===== config.mk =====
export PLATFORM = sky130hd
export DESIGN_NAME = eggdrop_seq
export DESIGN_NICKNAME = d
export VERILOG_FILES = /design/src/sv/eggdrop_pkg.sv /design/src/sv/eggdrop_seq.sv
export SDC_FILE = /design/constraint.sdc
export NUM_CORES = 1
export LEC_CHECK = 0
export BUFFER_PORTS_ARGS = -buffer_cell sky130_fd_sc_hd__buf_2
export CAP_MARGIN = 20
export CORE_MARGIN = 2
export CORE_UTILIZATION = 39
export CTS_CLUSTER_SIZE = 30
export DETAILED_ROUTE_END_ITERATION = 16
export PLACE_DENSITY = 0.73
export SLEW_MARGIN = 20
export SYNTH_ARGS = -nofsm -noshare
export SYNTH_HDL_FRONTEND = slang
export SYNTH_SLANG_ARGS = --single-unit

===== constraint.sdc =====
create_clock -name clock -period 1.4 [get_ports clock]
set_clock_uncertainty 0.1 [all_clocks]
set_input_delay 0.28 -clock clock [delete_from_list [all_inputs] [get_ports clock]]
set_output_delay 0.28 -clock clock [all_outputs]
set_load 0.005 [all_outputs]

===== src/sv/eggdrop_pkg.sv =====
// types, constants and microcode table for the egg drop minimum trials block
`default_nettype none

package eggdrop_pkg;

   localparam int EGG_W   = 7;
   localparam int FLOOR_W = 11;
   localparam int DROP_W  = 11;
   localparam int CNT_W   = FLOOR_W + 1;

   // sequencer steps
   localparam int STEP_W = 4;
   localparam logic [STEP_W-1:0] STEP_IDLE  = 4'd0;
   localparam logic [STEP_W-1:0] STEP_INIT  = 4'd1;
   localparam logic [STEP_W-1:0] STEP_EGG   = 4'd2;
   localparam logic [STEP_W-1:0] STEP_ROW1  = 4'd3;
   localparam logic [STEP_W-1:0] STEP_FCHK  = 4'd4;
   localparam logic [STEP_W-1:0] STEP_LOOP  = 4'd5;
   localparam logic [STEP_W-1:0] STEP_DRAIN = 4'd6;
   localparam logic [STEP_W-1:0] STEP_WRITE = 4'd7;
   localparam logic [STEP_W-1:0] STEP_SWAP  = 4'd8;
   localparam logic [STEP_W-1:0] STEP_FIN   = 4'd9;
   localparam logic [STEP_W-1:0] STEP_OUT   = 4'd10;

   // jump conditions
   localparam int COND_W = 3;
   localparam logic [COND_W-1:0] COND_ALWAYS   = 3'd0;
   localparam logic [COND_W-1:0] COND_REQ      = 3'd1;
   localparam logic [COND_W-1:0] COND_F_END    = 3'd2;
   localparam logic [COND_W-1:0] COND_E_END    = 3'd3;
   localparam logic [COND_W-1:0] COND_F_OVER   = 3'd4;
   localparam logic [COND_W-1:0] COND_X_END    = 3'd5;
   localparam logic [COND_W-1:0] COND_STABLE   = 3'd6;
   localparam logic [COND_W-1:0] COND_OUT_FREE = 3'd7;

   // row memory write operations
   localparam int WR_W = 3;
   localparam logic [WR_W-1:0] WR_NONE = 3'd0;
   localparam logic [WR_W-1:0] WR_INIT = 3'd1;
   localparam logic [WR_W-1:0] WR_ZERO = 3'd2;
   localparam logic [WR_W-1:0] WR_ONE  = 3'd3;
   localparam logic [WR_W-1:0] WR_BEST = 3'd4;

   // counter operations
   localparam logic [1:0] F_HOLD = 2'd0;
   localparam logic [1:0] F_ZERO = 2'd1;
   localparam logic [1:0] F_TWO  = 2'd2;
   localparam logic [1:0] F_INC  = 2'd3;

   localparam logic [1:0] E_HOLD = 2'd0;
   localparam logic [1:0] E_ONE  = 2'd1;
   localparam logic [1:0] E_INC  = 2'd2;

   localparam logic [1:0] X_HOLD = 2'd0;
   localparam logic [1:0] X_ONE  = 2'd1;
   localparam logic [1:0] X_INC  = 2'd2;

   // row memory read operations
   localparam logic [1:0] RD_NONE      = 2'd0;
   localparam logic [1:0] RD_LOOP      = 2'd1;
   localparam logic [1:0] RD_LOWER_F   = 2'd2;
   localparam logic [1:0] RD_LOWER_TOP = 2'd3;

   typedef struct packed {
      logic            ld_req;
      logic [WR_W-1:0] wr_op;
      logic [1:0]      f_op;
      logic [1:0]      e_op;
      logic [1:0]      x_op;
      logic [1:0]      rd_op;
      logic            best_init;
      logic            acc;
      logic            stable_set;
      logic            stable_cmp;
      logic            sel_flip;
      logic            out_cap;
   } ctrl_type;

   typedef struct packed {
      logic f_end;
      logic e_end;
      logic f_over;
      logic x_end;
      logic stable;
   } dp_flags_type;

   typedef struct packed {
      logic         req_acc;
      logic         out_free;
      dp_flags_type dp;
   } status_type;

   typedef struct packed {
      logic [COND_W-1:0] cond;
      logic [STEP_W-1:0] tgt;
      logic [STEP_W-1:0] nxt;
      ctrl_type          ctrl;
   } uword_type;

   function automatic uword_type ucode_rom(input logic [STEP_W-1:0] step);
      uword_type w;
      w = '0;
      unique case (step)
         STEP_IDLE: begin
            w.cond = COND_REQ;  w.tgt = STEP_INIT;  w.nxt = STEP_IDLE;
            w.ctrl.ld_req = 1'b1;
            w.ctrl.f_op   = F_ZERO;
            w.ctrl.e_op   = E_ONE;
         end
         STEP_INIT: begin
            w.cond = COND_F_END;  w.tgt = STEP_EGG;  w.nxt = STEP_INIT;
            w.ctrl.wr_op = WR_INIT;
            w.ctrl.f_op  = F_INC;
         end
         STEP_EGG: begin
            w.cond = COND_E_END;  w.tgt = STEP_FIN;  w.nxt = STEP_ROW1;
            w.ctrl.e_op       = E_INC;
            w.ctrl.wr_op      = WR_ZERO;
            w.ctrl.stable_set = 1'b1;
         end
         STEP_ROW1: begin
            w.cond = COND_ALWAYS;  w.tgt = STEP_FCHK;  w.nxt = STEP_FCHK;
            w.ctrl.wr_op = WR_ONE;
            w.ctrl.f_op  = F_TWO;
         end
         STEP_FCHK: begin
            w.cond = COND_F_OVER;  w.tgt = STEP_SWAP;  w.nxt = STEP_LOOP;
            w.ctrl.x_op      = X_ONE;
            w.ctrl.best_init = 1'b1;
         end
         STEP_LOOP: begin
            w.cond = COND_X_END;  w.tgt = STEP_DRAIN;  w.nxt = STEP_LOOP;
            w.ctrl.rd_op = RD_LOOP;
            w.ctrl.acc   = 1'b1;
            w.ctrl.x_op  = X_INC;
         end
         STEP_DRAIN: begin
            w.cond = COND_ALWAYS;  w.tgt = STEP_WRITE;  w.nxt = STEP_WRITE;
            w.ctrl.acc   = 1'b1;
            w.ctrl.rd_op = RD_LOWER_F;
         end
         STEP_WRITE: begin
            w.cond = COND_ALWAYS;  w.tgt = STEP_FCHK;  w.nxt = STEP_FCHK;
            w.ctrl.wr_op      = WR_BEST;
            w.ctrl.stable_cmp = 1'b1;
            w.ctrl.f_op       = F_INC;
         end
         STEP_SWAP: begin
            w.cond = COND_STABLE;  w.tgt = STEP_FIN;  w.nxt = STEP_EGG;
            w.ctrl.sel_flip = 1'b1;
         end
         STEP_FIN: begin
            w.cond = COND_ALWAYS;  w.tgt = STEP_OUT;  w.nxt = STEP_OUT;
            w.ctrl.rd_op = RD_LOWER_TOP;
         end
         STEP_OUT: begin
            w.cond = COND_OUT_FREE;  w.tgt = STEP_IDLE;  w.nxt = STEP_OUT;
            w.ctrl.rd_op   = RD_LOWER_TOP;
            w.ctrl.out_cap = 1'b1;
         end
         default: begin
            w.cond = COND_ALWAYS;  w.tgt = STEP_IDLE;  w.nxt = STEP_IDLE;
         end
      endcase
      return w;
   endfunction

endpackage

`default_nettype wire


===== src/sv/eggdrop_seq.sv =====
// microcode sequencer: step counter, control table lookup and conditional jumps
`default_nettype none

module eggdrop_seq (
   input  logic                   clock,
   input  logic                   reset,
   input  eggdrop_pkg::status_type status,
   output eggdrop_pkg::ctrl_type   ctrl
);

   import eggdrop_pkg::*;

   logic [STEP_W-1:0] pc_ff;
   logic [STEP_W-1:0] pc_in;
   uword_type         uw;
   logic              take;

   always_comb begin
      uw = ucode_rom(pc_ff);
      unique case (uw.cond)
         COND_ALWAYS:   take = 1'b1;
         COND_REQ:      take = status.req_acc;
         COND_F_END:    take = status.dp.f_end;
         COND_E_END:    take = status.dp.e_end;
         COND_F_OVER:   take = status.dp.f_over;
         COND_X_END:    take = status.dp.x_end;
         COND_STABLE:   take = status.dp.stable;
         COND_OUT_FREE: take = status.out_free;
      endcase
      pc_in = take ? uw.tgt : uw.nxt;
   end

   always_ff @(posedge clock) begin
      if (reset) begin
         pc_ff <= STEP_IDLE;
      end else begin
         pc_ff <= pc_in;
      end
   end

   assign ctrl = uw.ctrl;

endmodule

`default_nettype wire


==> results.ini <==
[floorplan]
rows = 13
die-area_um2 = 1640
die_x_um = 40.5
chipHeight_um = 40.5
num_io_pins = 27
core_area_um2 = 1270
initial_core_util_pct = 40.9

[cts]
clock_sinks = 4
clockBufferDepth = 2
clockRootBuffer = clkbuf_4
h-tree-depth = 1
cts_tree = built
clk_pin_slew_ps = 40
cts_buffers = 3
insertion_delay_ps = 230

[synthesis]
yosys.area_share.simple_pct = 43.1
ys_types = 34
synth_top_family_by_area = simple AND/OR/NAND/NOR gates
synthXorXnorAreaFrac_pct = 0
synth-compound-area-share_pct = 26.5
yosys-top-cells-area = dfxtp_1 (15%), a21oi_1 (6.7%), nand2b_1 (6.0%)
syn_nets = 84
synth-seq-cells = 4
muxShareOfSynthArea_pct = 1.93
yosys_warnings = 0
netlist_area_um2 = 519
synth_seq_area_share_pct = 15.4
synth_top_area_share_pct = 15.4
syn_avg_cell_area_um2 = 6.92
synth_adder_area_share_pct = 0
synth_top_cell_by_area = dfxtp_1
netlist_instances = 75

[drt]
antenna_left = 0
vias_per_cell = 6.17
vias = 864
dr.pass1.iters = 6
drc = 0
drt-initial-drc-count = 38
wl_um = 2650
routedWlPerCell_um = 18.9

[timing]
tightest_slew_ps = 356
min_period_ps = 1800
max_freq_mhz = 555
slew_headroom_pct = 76.1
final_hold_viol_count = 0
finalCritPeriodShare_pct = 129
rsz0062_at_grt = yes
setup_slack_ps = -402
setup_viol_count_final = 22
maxSlewViolCount = 0

[setup_path]
arrival_ps = 1420
crit_type = reg2out
worst_r2r_path_depth = 7
crit_path_end_kind = output pin
start_kind = flop
reg2reg_from = pc_ff[1]
worstPathRequired_ps = 1020
r2r_end = pc_ff[0]
worstSetupEndpoint = ctrl[10]
critPathLaunch = pc_ff[0]
crit_fanout = 7
r2r_slack_ps = -310

[finish]
top_regs = pc_ff x4
drive_gt1_share_pct = 76.0
mostFrequentLayoutCell = buf_2
syn_to_final_growth_pct = 121
multiInputGateArea_um2 = 526
nFillCells = 56
stdcell_count = 140
fin_nets = 136
seq_area_um2 = 95.1
final_cell_mix = buf_2 (26), buf_4 (17), buf_6 (10)
largest_register = pc_ff
largest_reg_flops = 4
diodes = 0

[placed_design]
dp_cells = 121
port_buffers = 26
dp_hpwl_um = 1070
routabilityCongestion = 0.789

[power]
p_leak_nw = 0.513
ir_drop_v = 0.000948
total_power_mw = 1.69
powerDensity_nw_per_um2 = 1470

[outcome]
status = finished with violations
violations = setup timing

[global_routing]
grt_max_degree = 11
grt_usage_pct = 28.6
antenna_found_initial = 0
grt_pass1_wl_um = 3040
gr-total-overflow = 0
grt_pass1_vias = 704

[run]
cap_violations = 0

[worst_hold_path]
hp-class = in2reg

-- how the worst min path moves through the flow --
stage               start  endpoint  slack, ps  cells past startpoint
floorplan           reset  pc_ff[0]        240                      1
global placement    reset  pc_ff[0]        400                      2
detailed placement  reset  pc_ff[0]        400                      2
CTS                 reset  pc_ff[0]        140                      2
global route        reset  pc_ff[0]        160                      2
finish              reset  pc_ff[0]        170                      2
-- per-layer routing --
| metal | share of wire [%] | GRT usage [%] | routed length, um | up-vias |
|---|---|---|---|---|
| met5 | 0 | 0 | 0 | - |
| met4 | 4.2 | 17.5 | 112 | 0 |
| met3 | 7.7 | 1.67 | 203 | 20 |
| met2 | 50 | 57.5 | 1320 | 65 |
| met1 | 38 | 27.3 | 1020 | 404 |
| li1 | - | - | - | 375 |
-- stage by stage --
| step | hold WS, ps | TNS [ps] | instance area (um^2) | util, % | worst slack (ps) |
|---|---|---|---|---|---|
| after floorplan | 242 | -297 | 534 | - | -137 |
| after global placement | 397 | -2180 | 734 | 57.9 | -236 |
| after detailed placement | 398 | -2510 | 734 | 57.9 | -261 |
| after CTS | 138 | -4200 | 1030 | 81.4 | -261 |
| after global routing | 160 | -6280 | 1150 | 90.3 | -420 |
| final | 166 | -5260 | 1150 | 90.3 | -402 |
-- where the power goes --
part / internal (mW) / switching, mW
logic: 0.752 / 0.590
clock network: 0.0958 / 0.0459
registers: 0.153 / 0.0504
total: 1.00 / 0.686
-- cell type report --
type | count | area share, %
Tap cell | 15 | 1.64
Timing Repair Buffer | 58 | 41.9
Clock buffer | 3 | 1.97
Multi-Input combinational cell | 59 | 45.9
Sequential cell | 4 | 8.30
Inverter | 1 | 0.328
-- timing repair --
| item | CTS | global route |
|---|---|---|
| resized for setup | 37 | 19 |
| pin swaps | 9 | 5 |
| buffers inserted | 11 | 3 |
| endpoints found under the hold margin | 0 | 0 |
| hold buffers | 0 | 0 |
| cloned | 2 | 0 |
| setup endpoints to repair | 22 | 22 |
-- critical path: stages, from the launching register on --
cell	delay [ps]
dfxtp_4	350
buf_6	130
buf_8	140
nor4_1	380
buf_2	200
-- synth_stat cells, drive strengths merged --
library cell and number:
buf 9, a21oi 8, nor2 8, nand2b 5, dfxtp 4, nand2 4
nor3 4, nor3b 3, a211oi 2, clkbuf 2, nand3 2, nand3b 2
nand4b 2, nor2b 2, nor4 2, o21ai 2, o22ai 2, a2111oi 1
a21o 1, a32oi 1, and2 1, inv 1, mux2i 1, nand4bb 1
o211ai 1, o31ai 1, o32a 1, or2 1, or3b 1
-- kinds of logic after synthesis --
family | after synthesis
buffers and inverters | 12
AOI/OAI and AO/OA | 20
muxes | 1
DFF | 4
and+or+nand+nor | 38
No activity file was read; power rests on OpenSTA's default activity.
